==> config.mk <==
export PLATFORM = sky130hd
export DESIGN_NAME = rfa_diff_stage
export DESIGN_NICKNAME = d
export VERILOG_FILES = /design/src/rfa_pkg.sv /design/src/rfa_diff_stage.sv
export SDC_FILE = /design/constraint.sdc
export NUM_CORES = 1
export LEC_CHECK = 0
export BUFFER_PORTS_ARGS = -buffer_cell sky130_fd_sc_hd__buf_2
export CORE_AREA = 4 4 391 393
export CTS_BUF_LIST = sky130_fd_sc_hd__clkbuf_16
export CTS_CLUSTER_SIZE = 40
export DETAILED_ROUTE_END_ITERATION = 10
export DIE_AREA = 0 0 395 397
export PLACE_DENSITY_LB_ADDON = 0.1
export SLEW_MARGIN = 20
export SYNTH_ARGS = -nofsm -noshare
export SYNTH_HDL_FRONTEND = slang
export SYNTH_SLANG_ARGS = --single-unit
==> constraint.sdc <==
create_clock -name clk -period 0.8 [get_ports clk]
set_clock_uncertainty 0.2 [all_clocks]
set_input_delay 0.12 -clock clk [delete_from_list [all_inputs] [get_ports clk]]
set_output_delay 0.12 -clock clk [all_outputs]
set_load 0.02 [all_outputs]
==> src/rfa_pkg.sv <==
// Shared types, widths and register indexes for the rotating frame acceleration adder.
// No dependencies; every other file imports this package.
package rfa_pkg;

	localparam int FRAC_BITS  = 12;
	localparam int DATA_WIDTH = 32;
	localparam int VEC_W      = 21;
	localparam int TYPE_W     = 16;
	localparam int CFG_W      = 3 * VEC_W;
	localparam int IDX_W      = 3;

	// register indexes on the write port
	localparam logic [IDX_W-1:0] REG_LIN_ACC  = IDX_W'(0);
	localparam logic [IDX_W-1:0] REG_ANG_ACC  = IDX_W'(1);
	localparam logic [IDX_W-1:0] REG_ANG_VEL  = IDX_W'(2);
	localparam logic [IDX_W-1:0] REG_LIN_VEL  = IDX_W'(3);
	localparam logic [IDX_W-1:0] REG_CENTRE   = IDX_W'(4);
	localparam logic [IDX_W-1:0] REG_GRAVITY  = IDX_W'(5);
	localparam logic [IDX_W-1:0] REG_SEL_TYPE = IDX_W'(6);
	localparam logic [IDX_W-1:0] REG_KEEP_GRV = IDX_W'(7);

	// intermediate saturation widths
	localparam int DIFF_BITS  = DATA_WIDTH + 2;
	localparam int INNER_BITS = DATA_WIDTH + 10;

	// exact difference, kept at least one bit wider than its saturated form
	localparam int DIFF_RAW_W = ((DATA_WIDTH > VEC_W) ? DATA_WIDTH : VEC_W) + 1;
	localparam int DIFF_EXT_W = ((DIFF_RAW_W > DIFF_BITS) ? DIFF_RAW_W : DIFF_BITS) + 1;

	// first cross products (alpha x d, w x d, w x dv)
	localparam int P1_W   = VEC_W + DIFF_BITS;
	localparam int X1_W   = P1_W + 1;
	localparam int EXT1_W = ((X1_W > INNER_BITS + FRAC_BITS) ? X1_W
	                        : INNER_BITS + FRAC_BITS) + 1;
	localparam int IRND_W = EXT1_W - FRAC_BITS;

	// second cross product (w x inner)
	localparam int P2_W = VEC_W + INNER_BITS;
	localparam int X2_W = P2_W + 1;

	// rotational sum t1 + t2 + 2*t3 and its rounding
	localparam int SUM_W = ((X1_W + 1 > X2_W) ? X1_W + 1 : X2_W) + 2;
	localparam int RS_W  = SUM_W + 1;
	localparam int ROT_W = RS_W - FRAC_BITS;

	// acc_in + lin_acc - gravity, then plus rotation
	localparam int BASE_W = ((DATA_WIDTH > VEC_W) ? DATA_WIDTH : VEC_W) + 2;
	localparam int FIN_W  = ((BASE_W > ROT_W) ? BASE_W : ROT_W) + 1;

	// component order of a cross product: r[i] = a[j]*b[k] - a[k]*b[j]
	localparam logic [1:0] AX_J [3] = '{2'd1, 2'd2, 2'd0};
	localparam logic [1:0] AX_K [3] = '{2'd2, 2'd0, 2'd1};

	typedef logic [2:0][VEC_W-1:0]      vec3_t;
	typedef logic [2:0][DATA_WIDTH-1:0] dvec_t;
	typedef logic [2:0][DIFF_BITS-1:0]  diff3_t;
	typedef logic [2:0][BASE_W-1:0]     base3_t;
	typedef logic [2:0][SUM_W-1:0]      sum3_t;

	typedef struct packed {
		vec3_t             lin_acc;
		vec3_t             ang_acc;
		vec3_t             ang_vel;
		vec3_t             lin_vel;
		vec3_t             centre;
		vec3_t             gravity;
		logic [TYPE_W-1:0] sel_type;
		logic              keep_grav;
	} cfg_t;

	typedef struct packed {
		logic valid;
		logic match;
		logic rot_en;
		logic last;
	} ctl_t;

endpackage

==> src/rfa_diff_stage.sv <==
// Stage 1: type match, offsets from the rotation centre, relative velocity,
// and the linear part of the new acceleration. Depends on rfa_pkg.
module rfa_diff_stage (
	input  logic                         clk,
	input  logic                         arst_n,
	input  rfa_pkg::cfg_t                cfg,
	input  logic                         in_valid,
	input  logic [rfa_pkg::TYPE_W-1:0]   particle_type,
	input  rfa_pkg::dvec_t               pos,
	input  rfa_pkg::dvec_t               vel,
	input  rfa_pkg::dvec_t               acc,
	input  logic                         last_particle,
	output rfa_pkg::ctl_t                ctl_s1,
	output rfa_pkg::diff3_t              d_s1,
	output rfa_pkg::diff3_t              dv_s1,
	output rfa_pkg::base3_t              base_s1
);
	import rfa_pkg::*;

	ctl_t   ctl;
	diff3_t d, dv;
	base3_t base;

	logic signed [DIFF_EXT_W-1:0] dr, vr;
	logic signed [BASE_W-1:0]     lin_term;

	always_comb begin
		ctl.valid  = in_valid;
		ctl.match  = (particle_type == cfg.sel_type);
		ctl.rot_en = ctl.match && (|cfg.ang_acc);
		ctl.last   = last_particle;
		dr = '0;
		vr = '0;
		lin_term = '0;
		for (int i = 0; i < 3; i++) begin
			dr = DIFF_EXT_W'($signed(pos[i])) - DIFF_EXT_W'($signed(cfg.centre[i]));
			vr = DIFF_EXT_W'($signed(vel[i])) - DIFF_EXT_W'($signed(cfg.lin_vel[i]));
			// saturate to DIFF_BITS: upper bits must all match the sign
			if (!dr[DIFF_EXT_W-1] && (|dr[DIFF_EXT_W-2:DIFF_BITS-1]))
				d[i] = {1'b0, {(DIFF_BITS-1){1'b1}}};
			else if (dr[DIFF_EXT_W-1] && !(&dr[DIFF_EXT_W-2:DIFF_BITS-1]))
				d[i] = {1'b1, {(DIFF_BITS-1){1'b0}}};
			else
				d[i] = dr[DIFF_BITS-1:0];
			if (!vr[DIFF_EXT_W-1] && (|vr[DIFF_EXT_W-2:DIFF_BITS-1]))
				dv[i] = {1'b0, {(DIFF_BITS-1){1'b1}}};
			else if (vr[DIFF_EXT_W-1] && !(&vr[DIFF_EXT_W-2:DIFF_BITS-1]))
				dv[i] = {1'b1, {(DIFF_BITS-1){1'b0}}};
			else
				dv[i] = vr[DIFF_BITS-1:0];
			lin_term = '0;
			if (ctl.match) begin
				lin_term = BASE_W'($signed(cfg.lin_acc[i]));
				if (!cfg.keep_grav)
					lin_term = lin_term - BASE_W'($signed(cfg.gravity[i]));
			end
			base[i] = BASE_W'($signed(acc[i])) + lin_term;
		end
	end

	always_ff @(posedge clk or negedge arst_n) begin
		if (!arst_n) begin
			ctl_s1 <= '0;
		end else begin
			ctl_s1 <= ctl;
		end
	end

	always_ff @(posedge clk) begin
		d_s1    <= d;
		dv_s1   <= dv;
		base_s1 <= base;
	end

endmodule

# == Yosys cells after proc, flatten, opt, wreduce, memory -nomap -nowiden ==
# Index checks and enable logic that the tools add are counted.
# word_totals
reg_bits,310
out_inout_bits,310
word_cells,64
inputBits,703
# op_classes
n_mux,12
reduce_logical,26
addsub,12
eq_ne,1
# op_table
operator,count
2-to-1 mux 34 bit,12
subtractor 32 x 21 -> 33 bit,6
adder 32 x 34 -> 34 bit,3
subtractor 21 x 21 -> 22 bit,3
OR reduction 63 bit,1
equality test 16 bit,1
logical AND 1 bit,13
logical NOT 1 bit,12

# == Depth between registers and ports, before layout ==
# logic_depth
depth_word,4
depth_mapped,26
ltp_nobuf,25

# == Least setup slack after synthesis ==
# No wires, ideal clock.
# synth_path
path_type,input-to-reg
start,input cfg[332] (netlist bit)
end,register base_s1[30] (netlist bit)
arrival_time_ns,4.679
t_required_ns,0.481
setup_ns,0.119
stages,25
setup_slack_ns,-4.198
path_buffers,0
cell_sequence,inv_1 ha_1 inv_1 fa_1 a21o_1 a21oi_1 o21ai_1 a31o_2 a21oi_1 o211ai_1 and3_1 o31a_1 or3_1 a21oi_1 ha_1 a21o_1 a21o_1 a21o_1 a21o_1 or3_1 o21a_1 a21oi_1 nand2b_1 a211oi_1 nor2_1
# synth_rtl
element,line,source
from (decl),rfa_diff_stage.sv:6,"input rfa_pkg::cfg_t cfg,"
to (signal assigned),rfa_diff_stage.sv:72,base_s1 <= base;
to (decl),rfa_diff_stage.sv:16,output rfa_pkg::base3_t base_s1

==> flow_summary.ini <==
[yosys]
synthFlopType = dfxtp_1
synth_seq_cells = 304
yosysUniqueCellTypes = 80
synth-seq-area-share_pct = 25.29
ys_warn_count = 0
syn_avg_cell_area_um2 = 8.118
synth_fp_nets = 4029
synth-async-reset-ratio_pct = 1.316
syn_inst = 2974
synth_enable_flop_cells = 0
synth_area_um2 = 24140

[route]
ant_nets = 0
finalWirelength_um = 131900
first_pass_iters = 4
viasPerCell = 4.088
wl_per_cell_um = 18.54
drc = 0
initialDrtViolationCount = 855
vias = 29090

[floorplanning]
ios = 1013
row_count = 142
initial_core_util_pct = 16.16
dieArea_um2 = 156800
core-area_um2 = 149400
chipHeight_um = 397
die_w_um = 395

[finish]
nets = 6094
drive_above_1_share_pct = 61.03
fin_util_pct = 32.89
layout_common_cells = buf_4 (939), buf_2 (595), buf_6 (465)
fillers = 15940
mostFrequentLayoutCell = buf_4
area_delta_synth_final_pct = 103.6

[power]
ir_worst_vdd_mv = 1.643
p_leak_nw = 23.77
p_per_area_nw_per_um2 = 1484
fin_total_pwr_mw = 72.93

[global_route]
antenna_found_initial = 92
grt_max_degree = 25
grtUsageTotal_pct = 16.13
grt_pass1_vias = 30620
grt_pass1_wl_um = 191400
overflow = 0

[clock_tree]
hold_buffers = 16
cts_root_buffer = clkbuf_16
cts_inserted_buffers = 48
cts_tree = built
clk_pin_slew_ns = 0.06
h-tree-depth = 2
cts_buffer_depth = 3
cts.sink_count = 304

[sta]
rsz0062_at_grt = true
fin_crit_sh_pct = 555.0
hold_violations = 293
setup_ws_ns = -3.640
worst-slew-pin-transition_ns = 0.5403
min_period_ns = 4.440
fin_hold_ws_ns = -0.4807
max_freq_ghz = 0.2252
max_slew_margin_pct = 63.60
drv_slew = 0
setup_viol = 597

[placed_design]
port_buffers = 949
dp_hpwl_um = 112800
gp_congestion = 0.8344

[worst_setup_path]
cp_slowest_cell = fa_2
cp_max_fo = 3
critPathKind = in2reg
crit_path_frequent_cell = a21o_1
worst_path_largest_cell_delay_ns = 0.35
end_kind = flop
path_delay_family = compound AO/OA/AOI/OAI gates
start_kind = input port
path_buf_inv = 3
arrival_ns = 4.76
crit_required_ns = 1.12

[job]
maxCapViolations = 0

[hold_path]
hp-class = in2reg

[status]
status = finished with violations
violations = hold timing, setup timing
==> cell type report <==
cell class,instances,area [um^2],area share [%]
flip-flops and latches,304,6495,13.22
repair buffers,2053,16110,32.79
multi-input cells,2323,21050,42.83
clock inverters,38,309.0,0.6289
well taps,2016,2522,5.133
inverters,309,1369,2.785
clock buffers,49,1226,2.495
diodes,24,60.06,0.1222
==> final timing paths <==
check	startpoint	end	slack (ns)	depth (start not counted)
max in group asynchronous	arst_n	ctl_s1[0]	-0.02	3
max	cfg[332]	base_s1[30]	-3.64	26
min	acc[0]	base_s1[0]	-0.48	2
min in group asynchronous	arst_n	ctl_s1[1]	0.23	3
==> Yosys cell counts, drive strengths merged (12+ instances only) <==
library cell / instances / share of area, %
a211oi: 30 / 0.95
a21boi: 13 / 0.40
a21o: 118 / 3.7
a21oi: 276 / 5.7
a31oi: 21 / 0.54
and2: 17 / 0.45
and3: 30 / 0.78
and4: 13 / 0.47
buf: 15 / 0.35
clkbuf: 23 / 0.36
dfxtp: 300 / 25
fa: 12 / 1.0
ha: 340 / 18
inv: 309 / 4.8
nand2: 161 / 2.5
nand2b: 40 / 1.0
nand3: 54 / 1.1
nand4: 40 / 1.0
nor2: 239 / 3.7
nor2b: 56 / 1.5
nor3: 64 / 1.3
nor4: 31 / 0.80
o2111ai: 15 / 0.54
o211ai: 19 / 0.59
o21a: 74 / 2.3
o21ai: 148 / 3.1
o21bai: 28 / 0.87
o31a: 18 / 0.65
o31ai: 12 / 0.37
or2: 14 / 0.36
or3: 34 / 0.90
xnor2: 220 / 8.0
xor2: 79 / 2.9
==> stage by stage <==
step / hold WS (ns) / setup slack (ns) / instances / instance area, um^2 / setup TNS [ns]
floorplan: -0.3756 / -3.858 / 2974 / 26150 / -485.75
global placement: -0.2096 / -4.430 / 6848 / 40450 / -666.09
detailed placement: -0.2055 / -4.450 / 6848 / 40450 / -662.39
CTS: -0.5662 / -3.592 / 7038 / 47600 / -630.94
global route: -0.5466 / -3.796 / 7103 / 49110 / -667.22
finish: -0.4807 / -3.640 / 7116 / 49140 / -620.07
==> state kept, by name, indices dropped and copies added, names as in the netlist <==
register	cells
ctl_s1	4
dv_s1	99
d_s1	99
base_s1	102
==> metal layers <==
metal  vias up  track usage [%]  share of wire, %
met1     13330            18.25                40
met2       735            27.23                47
met5         -                0              0.35
met4        74            3.645               2.3
met3       230            7.966                11
li1      14730                -                 -
==> where the power goes <==
part           internal [mW]  switching, mW  leakage, nW
Combinational           16.9           15.3         20.4
Clock                   12.3           8.99        0.788
Sequential              18.1           1.31         2.59
==> timing repair <==
item / 4_1_cts / 5_1_grt
pin swaps: 379 / 311
gates resized for setup: 1446 / 246
endpoints found under the hold margin: 307 / 295
setup buffers: 119 / 95
endpoints found under the setup margin: 593 / 596
gates cloned: 2 / 0
==> cells by family after synthesis <==
| group | after synthesis | synth area share [%] |
|---|---|---|
| and+or+nand+nor | 809 | 16.54 |
| buffers and inverters | 347 | 5.520 |
| DFF | 304 | 25.29 |
| AOI/OAI and AO/OA | 853 | 22.77 |
| adders and majority gates | 353 | 18.66 |
| xor gates and xnor gates | 299 | 10.85 |
| muxes | 9 | 0.3732 |
Note: power is estimated with default switching activity, not from simulation.
