`src/rfa_pkg.sv`:
```
// Shared types, widths and register indexes for the rotating frame acceleration adder.
// No dependencies; every other file imports this package.
package rfa_pkg;

	localparam int FRAC_BITS  = 12;
	localparam int DATA_WIDTH = 32;
	localparam int VEC_W      = 21;
	localparam int TYPE_W     = 16;
	localparam int CFG_W      = 3 * VEC_W;
	localparam int IDX_W      = 3;

	// register indexes on the write port
	localparam logic [IDX_W-1:0] REG_LIN_ACC  = IDX_W'(0);
	localparam logic [IDX_W-1:0] REG_ANG_ACC  = IDX_W'(1);
	localparam logic [IDX_W-1:0] REG_ANG_VEL  = IDX_W'(2);
	localparam logic [IDX_W-1:0] REG_LIN_VEL  = IDX_W'(3);
	localparam logic [IDX_W-1:0] REG_CENTRE   = IDX_W'(4);
	localparam logic [IDX_W-1:0] REG_GRAVITY  = IDX_W'(5);
	localparam logic [IDX_W-1:0] REG_SEL_TYPE = IDX_W'(6);
	localparam logic [IDX_W-1:0] REG_KEEP_GRV = IDX_W'(7);

	// intermediate saturation widths
	localparam int DIFF_BITS  = DATA_WIDTH + 2;
	localparam int INNER_BITS = DATA_WIDTH + 10;

	// exact difference, kept at least one bit wider than its saturated form
	localparam int DIFF_RAW_W = ((DATA_WIDTH > VEC_W) ? DATA_WIDTH : VEC_W) + 1;
	localparam int DIFF_EXT_W = ((DIFF_RAW_W > DIFF_BITS) ? DIFF_RAW_W : DIFF_BITS) + 1;

	// first cross products (alpha x d, w x d, w x dv)
	localparam int P1_W   = VEC_W + DIFF_BITS;
	localparam int X1_W   = P1_W + 1;
	localparam int EXT1_W = ((X1_W > INNER_BITS + FRAC_BITS) ? X1_W
	                        : INNER_BITS + FRAC_BITS) + 1;
	localparam int IRND_W = EXT1_W - FRAC_BITS;

	// second cross product (w x inner)
	localparam int P2_W = VEC_W + INNER_BITS;
	localparam int X2_W = P2_W + 1;

	// rotational sum t1 + t2 + 2*t3 and its rounding
	localparam int SUM_W = ((X1_W + 1 > X2_W) ? X1_W + 1 : X2_W) + 2;
	localparam int RS_W  = SUM_W + 1;
	localparam int ROT_W = RS_W - FRAC_BITS;

	// acc_in + lin_acc - gravity, then plus rotation
	localparam int BASE_W = ((DATA_WIDTH > VEC_W) ? DATA_WIDTH : VEC_W) + 2;
	localparam int FIN_W  = ((BASE_W > ROT_W) ? BASE_W : ROT_W) + 1;

	// component order of a cross product: r[i] = a[j]*b[k] - a[k]*b[j]
	localparam logic [1:0] AX_J [3] = '{2'd1, 2'd2, 2'd0};
	localparam logic [1:0] AX_K [3] = '{2'd2, 2'd0, 2'd1};

	typedef logic [2:0][VEC_W-1:0]      vec3_t;
	typedef logic [2:0][DATA_WIDTH-1:0] dvec_t;
	typedef logic [2:0][DIFF_BITS-1:0]  diff3_t;
	typedef logic [2:0][BASE_W-1:0]     base3_t;
	typedef logic [2:0][SUM_W-1:0]      sum3_t;

	typedef struct packed {
		vec3_t             lin_acc;
		vec3_t             ang_acc;
		vec3_t             ang_vel;
		vec3_t             lin_vel;
		vec3_t             centre;
		vec3_t             gravity;
		logic [TYPE_W-1:0] sel_type;
		logic              keep_grav;
	} cfg_t;

	typedef struct packed {
		logic valid;
		logic match;
		logic rot_en;
		logic last;
	} ctl_t;

endpackage

```
`src/rfa_out_stage.sv`:
```
// Stage 6: rounds the rotational sum, adds it to the linear part when rotation
// is enabled and saturates to the output width. Depends on rfa_pkg.
module rfa_out_stage (
	input  logic             clk,
	input  logic             arst_n,
	input  rfa_pkg::ctl_t    ctl_s5,
	input  rfa_pkg::sum3_t   sum_s5,
	input  rfa_pkg::base3_t  base_s5,
	output rfa_pkg::ctl_t    ctl_s6,
	output rfa_pkg::dvec_t   acc_s6
);
	import rfa_pkg::*;

	dvec_t                    acc_c;
	logic signed [RS_W-1:0]   rs;
	logic signed [ROT_W-1:0]  rot;
	logic signed [FIN_W-1:0]  fin;

	always_comb begin
		rs  = '0;
		rot = '0;
		fin = '0;
		for (int i = 0; i < 3; i++) begin
			rs  = RS_W'($signed(sum_s5[i])) + RS_W'(1 << (FRAC_BITS - 1));
			rot = rs[RS_W-1:FRAC_BITS];
			fin = FIN_W'($signed(base_s5[i]));
			if (ctl_s5.rot_en)
				fin = fin + FIN_W'(rot);
			if (!fin[FIN_W-1] && (|fin[FIN_W-2:DATA_WIDTH-1]))
				acc_c[i] = {1'b0, {(DATA_WIDTH-1){1'b1}}};
			else if (fin[FIN_W-1] && !(&fin[FIN_W-2:DATA_WIDTH-1]))
				acc_c[i] = {1'b1, {(DATA_WIDTH-1){1'b0}}};
			else
				acc_c[i] = fin[DATA_WIDTH-1:0];
		end
	end

	always_ff @(posedge clk or negedge arst_n) begin
		if (!arst_n) begin
			ctl_s6 <= '0;
		end else begin
			ctl_s6 <= ctl_s5;
		end
	end

	always_ff @(posedge clk) begin
		acc_s6 <= acc_c;
	end

endmodule

```
`config.mk`:
```
export PLATFORM = sky130hd
export DESIGN_NAME = rfa_out_stage
export DESIGN_NICKNAME = d
export VERILOG_FILES = /design/src/rfa_pkg.sv /design/src/rfa_out_stage.sv
export SDC_FILE = /design/constraint.sdc
export NUM_CORES = 1
export LEC_CHECK = 0
export BUFFER_PORTS_ARGS = -buffer_cell sky130_fd_sc_hd__buf_2
export CAP_MARGIN = 15
export CORE_AREA = 8 8 207 209
export CTS_BUF_LIST = sky130_fd_sc_hd__clkbuf_2 sky130_fd_sc_hd__clkbuf_4 sky130_fd_sc_hd__clkbuf_8
export DETAILED_ROUTE_END_ITERATION = 12
export DIE_AREA = 0 0 215 217
export PLACE_DENSITY = 0.71
export SKIP_LAST_GASP = 1
export SLEW_MARGIN = 20
export SYNTH_ARGS = -nofsm -noshare
export SYNTH_HDL_FRONTEND = slang
export SYNTH_SLANG_ARGS = --single-unit
```
`constraint.sdc`:
```
create_clock -name clk -period 0.8 [get_ports clk]
set_input_delay 0.08 -clock clk [delete_from_list [all_inputs] [get_ports clk]]
set_output_delay 0.08 -clock clk [all_outputs]
set_load 0.02 [all_outputs]
```
# Yosys cells after proc, flatten, opt, wreduce, memory -nomap -nowiden
# Cells that the tools add are included.
[word_totals] rom_bits=0 ff_bits=100 n_memories=0 out_inout_bits=100 latch_bits=0 inputBits=306 wordCells=37 mem_bits_rw=0
[classes] multipliers=0 muxes=6 reduce_logical=18 div_mod_pow=0 shift=0 magnitude_cmp=0 bitwise_logic=0 add_sub_neg=6 n_eq_ne=0
[op_table] cell="adder 66 x 13 -> 67 bit (second input constant)" count=3
[op_table] cell="adder 34 x 55 -> 56 bit" count=3
[op_table] cell="two-way mux 56 bit" count=3
[op_table] cell="two-way mux 32 bit" count=3
[op_table] cell="AND reduction 24 bit" count=3
[op_table] cell="OR reduction 24 bit" count=3
[op_table] cell="logical AND 1 bit" count=6
[op_table] cell="zero test 1 bit" count=6

# Longest topological paths before layout
[depth] depth_word=7 mapped_depth=27 depth_no_buf=25

# Worst setup path after synthesis
# No wires, ideal clock.
[synth_timing] path_type="input to register" from="input sum_s5[149] (netlist name)" to="register acc_s6[64] (netlist name)" setup_ns=0.122 path_slack_ns=-4.133 path_buffers=3 arrival_time_ns=4.811 t_required_ns=0.678 stages=25 path_cell_list="and4_1 > nand3_1 > nor2_1 > nand2_1 > nor2_1 > and2_1 > clkbuf_1 > nand2_1 > nor3_1 > nand2_1 > nor2_1 > xor2_1 > ha_1 > clkbuf_1 > nor2b_1 > o21ai_0 > or2b_2 > or3_2 > mux2i_1 > nor2_1 > nor3_1 > a41oi_1 > o41ai_2 > clkbuf_2 > o21ai_1"
[synth_via] elab_chain_cells=7 word_cells_on_any_way=10 cone_classes="add/sub: 2; mux: 2; reduce/logical: 6"
[synth_lines] element="from (decl)" line="rfa_out_stage.sv:7" text="input rfa_pkg::sum3_t sum_s5,"
[synth_lines] element="adder 66 x 13 -> 67 bit (*)" line="rfa_out_stage.sv:24" text="rs = RS_W'($signed(sum_s5[i])) + RS_W'(1 << (FRAC_BITS - 1));"
[synth_lines] element="adder 34 x 55 -> 56 bit (*)" line="rfa_out_stage.sv:28" text="fin = fin + FIN_W'(rot);"
[synth_lines] element="two-way mux 56 bit (*)" line="rfa_out_stage.sv:27" text="if (ctl_s5.rot_en)"
[synth_lines] element="AND reduction 24 bit" line="rfa_out_stage.sv:31" text="else if (fin[FIN_W-1] && !(&fin[FIN_W-2:DATA_WIDTH-1]))"
[synth_lines] element="zero test 1 bit" line="rfa_out_stage.sv:31"
[synth_lines] element="logical AND 1 bit" line="rfa_out_stage.sv:31"
[synth_lines] element="two-way mux 32 bit" line="rfa_out_stage.sv:31"
[synth_lines] element="to (signal assigned)" line="rfa_out_stage.sv:47" text="acc_s6 <= acc_c;"
[synth_lines] element="to (decl)" line="rfa_out_stage.sv:10" text="output rfa_pkg::dvec_t acc_s6"
# Mark *: on every way between the ends. The rest lies on a longest branch, timed or not.
# A chain may end at the register's enable or synchronous reset.

# Final worst setup path
[layout_timing] from="input sum_s5[19] (netlist name)" to="register acc_s6[20] (netlist name)"
# The elaborated chain is that of the path after synthesis.

==> metrics.yaml <==
synthesis:
  synth-compound-area-share: 0.279
  synthArstFlopShare: 0.0400
  ys.flop_type: "dfxtp_1"
  synth-seq-cells: 100
  synth-simple-area-share: 0.240
  yosysSeqAreaShare: 0.115
  yosysWarnings: 0
  synth_edf_count: 0
  syn_avg_cell_area_sq_um: 7.09
  syn_nets: 2991
  netlist.top_cell.by_area: "ha_1"
  synthTopCellsByArea: "ha_1, dfxtp_1, xnor2_1"
  yosys.area_share.adder: 0.149
  synth-xor-area-share: 0.150
  synthCells: 2478
  synthMuxAreaShare: 0.0316
  yosysMostFrequentCell: "nand2_1"
  synthDistinctLibCells: 95
  syn_area_sq_mm: 0.0176
  synth_top_family_by_area: "compound AO/OA/AOI/OAI gates"
  synth_common_cells: "nand2_1, a21oi_1, ha_1, xnor2_1, nor2_1"
  synth.top_cell.area_share: 0.145
min_path:
  hp-class: "in2reg"
detailed_routing:
  drc: 0
  vias_per_cell: 6.14
  first_pass_iters: 8
  wl_per_cell_microns: 22.3
  drt_iter0_markers: 2639
  wirelength_microns: 98800
  vias: 27200
  final_antenna_net_count: 0
placed_design:
  gp_congestion: 0.990
  portBuffers: 372
  dp_slack_ns: -4.41
  dpl.hpwl_microns: 64400
  dp.cells: 4233
global_routing:
  grt_overflow: 0
  antenna_found_initial: 16
  grt_pass1_wl_microns: 136000
  grt.total_usage: 0.349
  grt_max_degree: 63
  grt_pass1_vias: 26500
pwr:
  p_per_area_mw_per_mm2: 1140
  leakage_nw: 15.0
  irDropWorstVdd_mv: 1.20
  total_power_w: 0.0365
job:
  drv_cap: 0
floorplan:
  coreArea_sq_mm: 0.0395
  start_util: 0.445
  rows: 73
  dieArea_sq_mm: 0.0467
  io_pins: 406
  die_width_microns: 215
  fp.dieH_microns: 217
sta:
  finalSetupTns_ns: -380.24
  finalCriticalPeriod_ns: 4.84
  finalWorstSetupSlack_ns: -4.04
  max_slew_margin: 0.502
  rsz0062_at_grt: "yes"
  fmax_mhz: 207
  slew_viol_final: 0
  setup_violations: 196
  fin_crit_sh: 6.05
  final_hold_viol_count: 0
  worstMarginPinSlew_ns: 0.745
worst_setup_path:
  crit_start: "sum_s5[19]"
  arrival_ns: 5.20
  max_stage_delay_ns: 0.38
  crit_end: "acc_s6[20]"
  cp_slowest_cell: "nor4b_4"
  cp-start-kind: "input pin"
  critPathKind: "in2reg"
  cp_common_cell: "nor2b_4"
  cp_max_fo: 8
  worst_setup_path_end_kind: "flop"
  crit_required_ns: 1.16
final_layout:
  nets: 4403
  fin_cells: 4429
  areaGrowthSynthToFinish_pct: 82.5
  postLayoutCoreUtil: 0.813
  drive_gt1_frac: 0.513
clock_tree:
  cts_made_buffers: 9
  cts_tree: "built"
  root_buffer: "clkbuf_8"
  h-tree-depth: 3
  cts_buffer_depth: 2
  clock_sinks: 100
  cts.clk_slew.worst_paths_ns: 0.12
status:
  violations: "negative setup slack"
  status: "finished with violations"
==> final cells by class <==
cell class	instances	area, sq um
antenna	9	22.5
clock buffer	10	131
clock inverter	6	70.1
fill	2353	7390
inverter	50	188
multi-input combinational	2236	17300
sequential	100	2140
tap	525	657
timing repair buffer	1493	11600
==> stage by stage <==
step           instance area, sq um  hold WS (ns)
5_1_grt                       32100        0.0111
6_report                      32100        0.0209
3_3_place_gp                  27400        -0.115
2_1_floorplan                 18200        -0.216
3_5_place_dp                  27400        -0.110
4_1_cts                       30000       0.00203
==> power breakdown <==
| part | internal, W | switching, W |
|---|---|---|
| logic | 0.0127 | 0.0137 |
| registers | 0.00584 | 0.000461 |
| clock network | 0.00152 | 0.00233 |
| total | 0.0200 | 0.0165 |
==> cells by family (layout without fill, tap and decap cells) <==
logic type / Yosys count / count (layout)
simple gates: 877 / 877
compound gates: 797 / 797
xor+xnor: 300 / 300
fa+ha+maj: 207 / 207
buf+inv: 142 / 1559
flops: 100 / 100
mux: 55 / 55
other cells: 0 / 9
==> timing repair <==
action                                  CTS  global route
hold buffers                             51             0
cloned                                   12             4
setup buffers                            74            41
pin swaps                               133           169
endpoints found under the setup margin  196           197
hold endpoints to repair                 53             0
gates resized for setup                 252           548
==> flip-flops by register name (all words and copies together), names as in the netlist <==
signal,count
acc_s6,96
ctl_s6,4
==> critical path, delay by kind of cell <==
family                     cells  cell delay, ns
AOI/OAI and AO/OA              5            0.89
xor gates and xnor gates       2            0.42
adders and majority gates      1            0.33
buffers and inverters          7            0.99
and+or+nand+nor               14            2.42
==> placed cells by master (no fill, tap or decap), types with 57 or more instances in the layout <==
master      n
buf_4    1019
nand2_1   261
buf_2     259
ha_1      191
a21oi_1   186
xnor2_1   169
nor2_1    151
buf_6     138
o21ai_0   113
o21ai_2    98
nand4_1    97
xor2_1     95
dfxtp_2    92
nand3_1    72
a21o_1     64
a21oi_2    57
==> worst min path at each step <==
stage,from,endpoint,slack (ns),depth (start not counted)
after floorplan,arst_n,ctl_s6[0],-0.22,0
after global placement,arst_n,ctl_s6[2],-0.12,1
after detailed placement,arst_n,ctl_s6[2],-0.11,1
after CTS,base_s5[85],acc_s6[81],0.002,3
after global routing,base_s5[52],acc_s6[50],0.01,3
final,base_s5[52],acc_s6[50],0.02,3
==> per-layer routing <==
layer	GRT usage	up-vias	share of wire
li1	-	11900	-
met1	0.376	12700	0.35
met2	0.626	1843	0.48
met3	0.0814	638	0.089
met4	0.197	14	0.081
met5	0	-	0.00098
(Power assumes the default switching activity.)
