`config.mk`:
```
export PLATFORM = sky130hd
export DESIGN_NAME = rfa_cfg_regs
export DESIGN_NICKNAME = d
export VERILOG_FILES = /design/src/rfa_pkg.sv /design/src/rfa_cfg_regs.sv
export SDC_FILE = /design/constraint.sdc
export NUM_CORES = 1
export LEC_CHECK = 0
export BUFFER_PORTS_ARGS = -buffer_cell sky130_fd_sc_hd__buf_2
export CORE_AREA = 2 2 182 184
export DETAILED_ROUTE_END_ITERATION = 7
export DIE_AREA = 0 0 184 186
export HOLD_SLACK_MARGIN = 0.02
export PLACE_DENSITY = 0.76
export RECOVER_POWER = 100
export SLEW_MARGIN = 15
export SYNTH_ARGS = -nofsm -noshare
export SYNTH_HDL_FRONTEND = slang
export SYNTH_SLANG_ARGS = --single-unit
export TNS_END_PERCENT = 50
```
`constraint.sdc`:
```
create_clock -name clk -period 0.8 [get_ports clk]
set_input_delay 0.08 -clock clk [delete_from_list [all_inputs] [get_ports clk]]
set_output_delay 0.08 -clock clk [all_outputs]
set_load 0.01 [all_outputs]
```
`src/rfa_pkg.sv`:
```
// Shared types, widths and register indexes for the rotating frame acceleration adder.
// No dependencies; every other file imports this package.
package rfa_pkg;

	localparam int FRAC_BITS  = 12;
	localparam int DATA_WIDTH = 32;
	localparam int VEC_W      = 21;
	localparam int TYPE_W     = 16;
	localparam int CFG_W      = 3 * VEC_W;
	localparam int IDX_W      = 3;

	// register indexes on the write port
	localparam logic [IDX_W-1:0] REG_LIN_ACC  = IDX_W'(0);
	localparam logic [IDX_W-1:0] REG_ANG_ACC  = IDX_W'(1);
	localparam logic [IDX_W-1:0] REG_ANG_VEL  = IDX_W'(2);
	localparam logic [IDX_W-1:0] REG_LIN_VEL  = IDX_W'(3);
	localparam logic [IDX_W-1:0] REG_CENTRE   = IDX_W'(4);
	localparam logic [IDX_W-1:0] REG_GRAVITY  = IDX_W'(5);
	localparam logic [IDX_W-1:0] REG_SEL_TYPE = IDX_W'(6);
	localparam logic [IDX_W-1:0] REG_KEEP_GRV = IDX_W'(7);

	// intermediate saturation widths
	localparam int DIFF_BITS  = DATA_WIDTH + 2;
	localparam int INNER_BITS = DATA_WIDTH + 10;

	// exact difference, kept at least one bit wider than its saturated form
	localparam int DIFF_RAW_W = ((DATA_WIDTH > VEC_W) ? DATA_WIDTH : VEC_W) + 1;
	localparam int DIFF_EXT_W = ((DIFF_RAW_W > DIFF_BITS) ? DIFF_RAW_W : DIFF_BITS) + 1;

	// first cross products (alpha x d, w x d, w x dv)
	localparam int P1_W   = VEC_W + DIFF_BITS;
	localparam int X1_W   = P1_W + 1;
	localparam int EXT1_W = ((X1_W > INNER_BITS + FRAC_BITS) ? X1_W
	                        : INNER_BITS + FRAC_BITS) + 1;
	localparam int IRND_W = EXT1_W - FRAC_BITS;

	// second cross product (w x inner)
	localparam int P2_W = VEC_W + INNER_BITS;
	localparam int X2_W = P2_W + 1;

	// rotational sum t1 + t2 + 2*t3 and its rounding
	localparam int SUM_W = ((X1_W + 1 > X2_W) ? X1_W + 1 : X2_W) + 2;
	localparam int RS_W  = SUM_W + 1;
	localparam int ROT_W = RS_W - FRAC_BITS;

	// acc_in + lin_acc - gravity, then plus rotation
	localparam int BASE_W = ((DATA_WIDTH > VEC_W) ? DATA_WIDTH : VEC_W) + 2;
	localparam int FIN_W  = ((BASE_W > ROT_W) ? BASE_W : ROT_W) + 1;

	// component order of a cross product: r[i] = a[j]*b[k] - a[k]*b[j]
	localparam logic [1:0] AX_J [3] = '{2'd1, 2'd2, 2'd0};
	localparam logic [1:0] AX_K [3] = '{2'd2, 2'd0, 2'd1};

	typedef logic [2:0][VEC_W-1:0]      vec3_t;
	typedef logic [2:0][DATA_WIDTH-1:0] dvec_t;
	typedef logic [2:0][DIFF_BITS-1:0]  diff3_t;
	typedef logic [2:0][BASE_W-1:0]     base3_t;
	typedef logic [2:0][SUM_W-1:0]      sum3_t;

	typedef struct packed {
		vec3_t             lin_acc;
		vec3_t             ang_acc;
		vec3_t             ang_vel;
		vec3_t             lin_vel;
		vec3_t             centre;
		vec3_t             gravity;
		logic [TYPE_W-1:0] sel_type;
		logic              keep_grav;
	} cfg_t;

	typedef struct packed {
		logic valid;
		logic match;
		logic rot_en;
		logic last;
	} ctl_t;

endpackage

```
`src/rfa_cfg_regs.sv`:
```
// Configuration register file of the rotating frame acceleration adder.
// Depends on rfa_pkg.
module rfa_cfg_regs (
	input  logic                       clk,
	input  logic                       arst_n,
	input  logic                       wr_en,
	input  logic [rfa_pkg::IDX_W-1:0]  wr_index,
	input  logic [rfa_pkg::CFG_W-1:0]  wr_data,
	output rfa_pkg::cfg_t              cfg
);
	import rfa_pkg::*;

	cfg_t cfg_q;

	always_ff @(posedge clk or negedge arst_n) begin
		if (!arst_n) begin
			cfg_q <= '0;
		end else if (wr_en) begin
			case (wr_index)
				REG_LIN_ACC:  cfg_q.lin_acc   <= wr_data;
				REG_ANG_ACC:  cfg_q.ang_acc   <= wr_data;
				REG_ANG_VEL:  cfg_q.ang_vel   <= wr_data;
				REG_LIN_VEL:  cfg_q.lin_vel   <= wr_data;
				REG_CENTRE:   cfg_q.centre    <= wr_data;
				REG_GRAVITY:  cfg_q.gravity   <= wr_data;
				REG_SEL_TYPE: cfg_q.sel_type  <= wr_data[TYPE_W-1:0];
				REG_KEEP_GRV: cfg_q.keep_grav <= wr_data[0];
				default: ;
			endcase
		end
	end

	assign cfg = cfg_q;

endmodule

```
======== After elaboration in Yosys (flattened, before gate mapping) ========
Index checks and enable logic that the tools add are counted.
storage, ports and cells
  bits in registers ....................... 395
  input bits .............................. 69
  output and inout bits ................... 395
  logic and storage cells ................. 36
operators by class
  equality and inequality tests ........... 7
  reduce and logical (&&, ||, !) cells .... 9
operators with widths
  kind                                                             number
  2-bit AND reduction                                              8
  3-bit == test, second input constant                             4
  3-bit by 2-bit == test with 1-bit output, second input constant  2
  3-bit by 1-bit == test with 1-bit output, second input constant  1
  3-bit logical NOT                                                1

======== Logic depth before layout (Yosys ltp) ========
Gate-level depths: netlist (run 1).
  depth in word-level cells ............... 2
  depth in mapped cells ................... 4

======== Least setup slack after synthesis (run 1) ========
OpenSTA, ideal clock, no wires.
  path kind ............................... input -> register
  start point ............................. in wr_index[0] in the netlist's numbering
  end point ............................... reg cfg_q, in the netlist cfg[332]
  arrival ................................. 997 ps
  data required time ...................... 675 ps
  setup slack ............................. -322 ps
  stages .................................. 4
  path buffers ............................ 2
  cells stage by stage .................... nor4b_2 -> buf_4 -> buf_6 -> mux2_2
between the ends
  cells in the longest elaborated chain, start to end .. 2
ends and longest elaborated chain
  element                               line                source
  start: declaration                    rfa_cfg_regs.sv:7   input logic [rfa_pkg::IDX_W-1:0] wr_index,
  3-bit logical NOT                     rfa_cfg_regs.sv:19  case (wr_index)
  2-bit AND reduction (no source line)  -
  end: declaration                      rfa_cfg_regs.sv:13  cfg_t cfg_q;
Every way passes these cells.
A chain may end at the register's enable or synchronous reset.

======== Worst setup path in the final report (run 1) ========
  start point ............................. reg cfg_q, in the netlist cfg[8]
  end point ............................... out cfg[8] in the netlist's numbering
RTL lines
  element           line               source
  end: declaration  rfa_cfg_regs.sv:9  output rfa_pkg::cfg_t cfg
No word-level cell between the ends.

==> results by group, run 1 <==
Timing
  – # setup viols final: about 1.0k
  – Setup ws final: -0.476 ns
  – RSZ-0062 raised after global routing: true
  – Worst-margin pin slew: between 0.5 and 0.6 ns
  – Peak Freq: ~780 MHz
  – Max-slew violations: 0
  – Sum Neg Setup Slack: -186.98 ns
  – Max-slew headroom: between 60 and 70%
  – Fin crit share: 159%
  – Fin. Hold Viols: 0
  – Skew final: 0 ns
  – Final min period: about 1.3 ns

Floorplanning
  – Die width: roughly 180 um
  – Area of the core: between 30000 and 40000 um^2
  – Boundary pin count: between 400 and 500
  – Die area: 34200 um^2
  – Initial Utilization: about half
  – Num rows: 66
  – Die Y: ~190 um

Power
  – Internal power: a little over 50 mW
  – Leakage power: between 10 and 15 nW
  – PwrDens: between 2000 and 3000 nW/um^2
  – Logic pwr share: approximately 33%
  – Clock network fraction of design power: 27.5%
  – Peak VDD IR: around 2500 uV
  – Net Sw Power: a little over 20 mW
  – Sw Ratio: between 20 and 30%
  – Reg power frac: between 30% and 40%

Routing
  – WL final: 52800 um
  – DR vias/cell: 5.23
  – Pre-antenna DRT Iters: 5
  – Iteration-0 DRC Markers: 440
  – # DRC: 0
  – Routed WL per cell: 24.3 um
  – Vias: ~11k
  – Routed Antenna Nets: 0

Synth
  – Multiplexer share of the synthesized area: between 30% and 40%
  – Post-Syn Nets: 910
  – Post-Synth Simple-Gate Area: 0.583%
  – Synth Area in Compound Gates: 0%
  – Synth Area in Adders: 0%
  – Syn Area/Cell: between 15 and 20 um^2
  – Post-Synth XOR/XNOR Area: 0%
  – Largest cells by area after synthesis: dfrtp_1 63%, mux2_4 17%, mux2_2 15%
  – YS warnings: 0
  – Synth Cell Area: between 15000 and 20000 um^2
  – Post-synth top area share: between 60% and 70%
  – Yosys reg bits: around 400
  – Cell taking the most area after synthesis: dfrtp_1
  – Post-Synthesis Cells: 841
  – Netlist cell types: 12
  – Largest family of logic cells by synthesized area: multiplexers
  – Register area share after synthesis: between 60% and 70%

Placed design
  – Port Buffers: approximately 460
  – Dpl cell area: 19200 um^2
  – Gpl congestion: between 0.7 and 0.8
  – DPL Wire Length: between 20000 and 30000 um
  – Setup WS pre-CTS: -0.625 ns

Layout
  – Max FFs per register: 395
  – Design Area, Final: around 25000 um^2
  – Ratio of cells with drive above 1 in the final layout: between 70% and 80%
  – Reg area: between 9000 and 10000 um^2
  – Area of the multi-input gates: approximately 5300 um^2
  – Final core occ: between 70% and 80%
  – Final #Nets: between 1.5k and 2k
  – Layout area overhead: 57.4%
  – # fillers: roughly 1.6k

Clock tree
  – Clock sink count: around 400
  – Skew-Pair Late Insertion Delay: roughly 0.52 ns
  – Clock root cell: clkbuf_16
  – Post-CTS Hold Fix Bufs: 63
  – Clk slew on worst S/H paths: roughly 0.07 ns
  – H-tree Lvls: 2
  – CTS tree: done
  – Max Buffers Root-to-Sink: 3
  – TritonCTS buffer count: 42

Worst setup path
  – Worst Setup EP: cfg[8]
  – Critical Path RT: between 0.7 and 0.8 ns
  – Worst setup SP type: flop
  – Setup crit start: cfg[8]$_DFFE_PN0P_
  – FF-to-FF path depth: 3
  – WP data arrival: between 1 and 1.5 ns
  – RR Startpoint: cfg[41]$_DFFE_PN0P_
  – CP Class: reg2out
  – CP Capture Type: output pin
  – FF-to-FF End: cfg[41]$_DFFE_PN0P_
  – Flop2flop setup slack: -0.27 ns
  – Largest fanout on the critical path: 2

Outcome
  – Status: complete, but fails checks
  – Failing checks: negative setup slack

Global routing
  – Number of global-route vias before repair: ~12k
  – First-pass GRT wire length: ~71000 um
  – Total GRT Usage: between 20% and 30%
  – Largest net degree at the start of global routing: between 50 and 60
  – Initial antenna violation count: 1
  – Congestion Overflow GR: 0

Min path
  – Worst hold path type: in2reg

Run
  – Max Cap Viol: 0
area by class of cell:
type	instances	area share [%]
multi-input combinational	403	21.3
timing repair buffer	892	31.0
antenna	1	0.0101
tap	408	2.07
clock buffer	67	5.31
clock inverter	6	0.254
sequential	395	40.1
cell usage after synthesis:
master	number
dfrtp_1	395
nand4_1	1
and4bb_1	3
buf_2	3
buf_12	18
buf_4	13
mux2_4	180
nand4b_1	2
buf_6	9
mux2_2	215
nor4b_2	1
nand4b_2	1
worst min path at each step:
stage / from / endpoint / slack (ns) / cells past startpoint
global route: wr_index[1] / cfg[0]$_DFFE_PN0P_ / 0.01 / 3
floorplan: arst_n / cfg[0]$_DFFE_PN0P_ / -0.22 / 0
detailed placement: arst_n / cfg[160]$_DFFE_PN0P_ / -0.08 / 1
finish: wr_index[1] / cfg[0]$_DFFE_PN0P_ / 0.01 / 3
CTS: arst_n / cfg[92]$_DFFE_PN0P_ / -0.05 / 2
global placement: arst_n / cfg[156]$_DFFE_PN0P_ / -0.09 / 1
layout by cell type, fill, tap and decap left out:
cell type      count
dfrtp_1          395
buf_4            278
buf_2            257
buf_6            255
mux2_2           209
mux2_4           186
dlygate4sd3_1     63
clkbuf_16         45
buf_12            38
clkbuf_1          12
clkbuf_8          10
and4bb_4           3
clkinv_2           3
nand4b_1           2
diode_2            1
nor4b_4            1
nand4b_2           1
nand4_1            1
inv_6              1
bufinv_16          1
clkinv_4           1
clkbuf_2           1
through the flow:
stage          cells  hold slack [ns]  power [mW]
3_3_place_gp    1770          -0.0864        41.6
5_1_grt         2172           0.0142        73.4
3_5_place_dp    1770          -0.0848        42.2
4_1_cts         2060          -0.0524        66.6
6_report        2172           0.0133        70.9
2_1_floorplan    841           -0.216        34.4
critical path: stages, from the launching register on:
cell and delay (ns):
dfrtp_1 0.41, buf_6 0.14, buf_6 0.12
what timing repair did:
item | in CTS | in global routing
endpoints found under the setup margin | 733 | 773
pin swaps | 0 | 1
hold endpoints to repair | 784 | 10
resized for setup | 204 | 94
gates cloned | 0 | 0
buffers inserted | 154 | 111
routing by layer:
| metal | share of wire [%] | wire, um | vias up | global-route usage [%] |
|---|---|---|---|---|
| met5 | 0 | 0 | - | 0 |
| met4 | 4.5 | 2360 | 0 | 11.1 |
| met3 | 8.3 | 4410 | 175 | 7.90 |
| met2 | 51 | 26700 | 582 | 47.5 |
| met1 | 37 | 19400 | 5836 | 31.8 |
| li1 | - | - | 4770 | - |
kinds of logic (layout without fill, tap and decap cells):
kind of cell,count (synthesis),in the layout
other,0,1
DFF,395,395
and+or+nand+nor,8,8
muxes,395,395
buffers and inverters,43,965
power by group through the flow:
stage          Combinational, mW  Sequential [mW]  Clock, mW
2_1_floorplan               5.38             29.0          0
3_3_place_gp                14.7             26.9          0
3_5_place_dp                15.0             27.1          0
4_1_cts                     20.0             27.1       19.5
5_1_grt                     24.8             28.1       20.5
6_report                    23.7             27.7       19.5
No activity file was read; power rests on OpenSTA's default activity.
==> inputs of run 2 (changes only) <==
==> constraint.sdc (replaced) <==
create_clock -name clk -period 1.4 [get_ports clk]
set_input_delay 0.28 -clock clk [delete_from_list [all_inputs] [get_ports clk]]
set_output_delay 0.28 -clock clk [all_outputs]
set_load 0.01 [all_outputs]
==> run 2 against run 1 <==
Net effect:
- the flow now finishes without violations
- via count is 19% lower
- combinational power shrank 70%
- sequential power shrank 44%
- utilization is 18 points lower
- critical path type unchanged
- critical endpoint is now cfg[39]
- largest power group unchanged
==> results by group, run 2 (synthesis results as in run 1) <==
Floorplanning
  – Die Y: roughly 190 um
  – Die area: between 30000 and 40000 um^2
  – Boundary pin count: between 400 and 500
  – Area of the core: about 32000 um^2
  – Die width: between 150 and 200 um
  – Num rows: between 60 and 70
  – Initial Utilization: just under 50%

Worst setup path
  – CP max stage cell: dfrtp_1
  – Setup crit start: cfg[39]$_DFFE_PN0P_
  – Critical Path RT: approximately 1.1 ns
  – Worst setup SP type: flop
  – Crit path cell chain: buf_2
  – Largest fanout on the critical path: 2
  – Max incr delay on CP: between 0.4 and 0.5 ns
  – CP Class: reg2out
  – CP Capture Type: output pin
  – WP data arrival: 1.08 ns
  – WP buf/inv: 1
  – Delay-heaviest family, CP: flip-flops
  – RR Startpoint: cfg[39]$_DFFE_PN0P_

Timing
  – WHS: between 0.06 and 0.07 ns
  – RSZ-0062 raised after global routing: true
  – Max-slew violations: 0
  – Peak Freq: between 700 and 800 MHz
  – Fin. Hold Viols: 0
  – Fin crit share: a little over nine tenths
  – Sum Neg Setup Slack: 0 ns
  – Skew final: 0 ns
  – # setup viols final: 0
  – Worst-margin pin slew: roughly 0.75 ns
  – Max-slew headroom: 50.3%
  – Final min period: 1.36 ns

Power
  – Leakage power: approximately 9 nW
  – Final Power: roughly 33 mW
  – PwrDens: approximately 1800 nW/um^2
  – Peak VDD IR: 1220 uV

Global routing
  – Number of global-route vias before repair: 9734
  – First-pass GRT wire length: ~59000 um
  – Largest net degree at the start of global routing: 67
  – Congestion Overflow GR: 0
  – Total GRT Usage: about 22%
  – Initial antenna violation count: 1

Clock tree
  – H-tree Lvls: 2
  – Clk slew on worst S/H paths: 0.06 ns
  – CTS tree: done
  – Clock root cell: clkbuf_16
  – Clock sink count: 395
  – Post-CTS sizing: 0
  – TritonCTS buffer count: 40
  – Max Buffers Root-to-Sink: 3
  – Skew-Pair Late Insertion Delay: between 0.5 and 0.6 ns

Layout
  – Ratio of cells with drive above 1 in the final layout: 47.1%
  – Max FFs per register: slightly below 400
  – Final #Nets: approximately 1.4k
  – ANT cells: 0
  – Layout area overhead: 20.7%
  – Final core occ: about three fifths
  – Most common cell after layout, fill and taps aside: dfrtp_1
  – Commonest cells after routing, fill and taps aside: 395 x dfrtp_1, 249 x clkbuf_2, 215 x mux2_2, 191 x clkbuf_1, 142 x mux2_1

Routing
  – Routed WL per cell: between 20 and 25 um
  – DR vias/cell: 5.15
  – # DRC: 0
  – Routed Antenna Nets: 0
  – Pre-antenna DRT Iters: 4
  – Iteration-0 DRC Markers: about 340
  – Vias: just over 9k
  – WL final: between 30000 and 40000 um

Min path
  – Worst hold path type: in2reg
  – Min-delay src: wr_data[48]

Run
  – Max Cap Viol: 0

Placed design
  – Gpl congestion: roughly 0.8
  – DPL Wire Length: 27600 um
  – Port Buffers: around 460

Outcome
  – Status: finished, final reports clean
-- run 2: metrics by stage --
step | cell area, um^2 | setup WS, ns | std cells
floorplan | 15700 | 0.0778 | 841
global placement | 18600 | -0.214 | 1726
detailed placement | 18600 | -0.233 | 1726
CTS | 20000 | 0.000677 | 1798
global route | 18900 | -0.00199 | 1798
finish | 18900 | 0.0422 | 1798
-- run 2: power by group --
group | switching, mW | internal, mW | total (mW) | leakage (nW)
Sequential | 1.45 | 13.9 | 15.4 | 4.74
Clock | 4.33 | 6.41 | 10.7 | 0.659
Combinational | 3.79 | 3.30 | 7.08 | 3.48
-- run 2: timing repair --
| item | 4_1_cts | 5_1_grt |
|---|---|---|
| setup buffers | 1 | 0 |
| setup endpoints to repair | 1 | 1 |
| endpoints found under the hold margin | 335 | 0 |
| hold buffers | 1 | 0 |
-- run 2: layer usage --
layer	vias to the layer above	share of wire (%)	track usage [%]
met3	65	7.8	6.83
met4	2	2.5	6.62
met1	4781	42	28.9
li1	4037	-	-
met5	-	0.018	0
met2	366	48	36.5
-- run 2: area by class of cell --
class	instances	area, um^2
Clock buffer	53	1130
Clock inverter	17	191
Fill cell	2728	13300
Multi-Input combinational cell	403	4680
Sequential cell	395	9880
Tap cell	408	510
Timing Repair Buffer	522	2520
-- run 2: final timing paths --
| kind | to | slack (ns) | cells past startpoint |
|---|---|---|---|
| setup / recovery | cfg[39] | 0.04 | 1 |
| hold / removal | cfg[254]$_DFFE_PN0P_ | 0.06 | 2 |
| setup reg to reg | cfg[39]$_DFFE_PN0P_ | 0.47 | 2 |
| hold reg to reg | cfg[246]$_DFFE_PN0P_ | 0.48 | 1 |
| max in group asynchronous | cfg[274]$_DFFE_PN0P_ | 0.17 | 3 |
| min in group asynchronous | cfg[15]$_DFFE_PN0P_ | 0.20 | 2 |
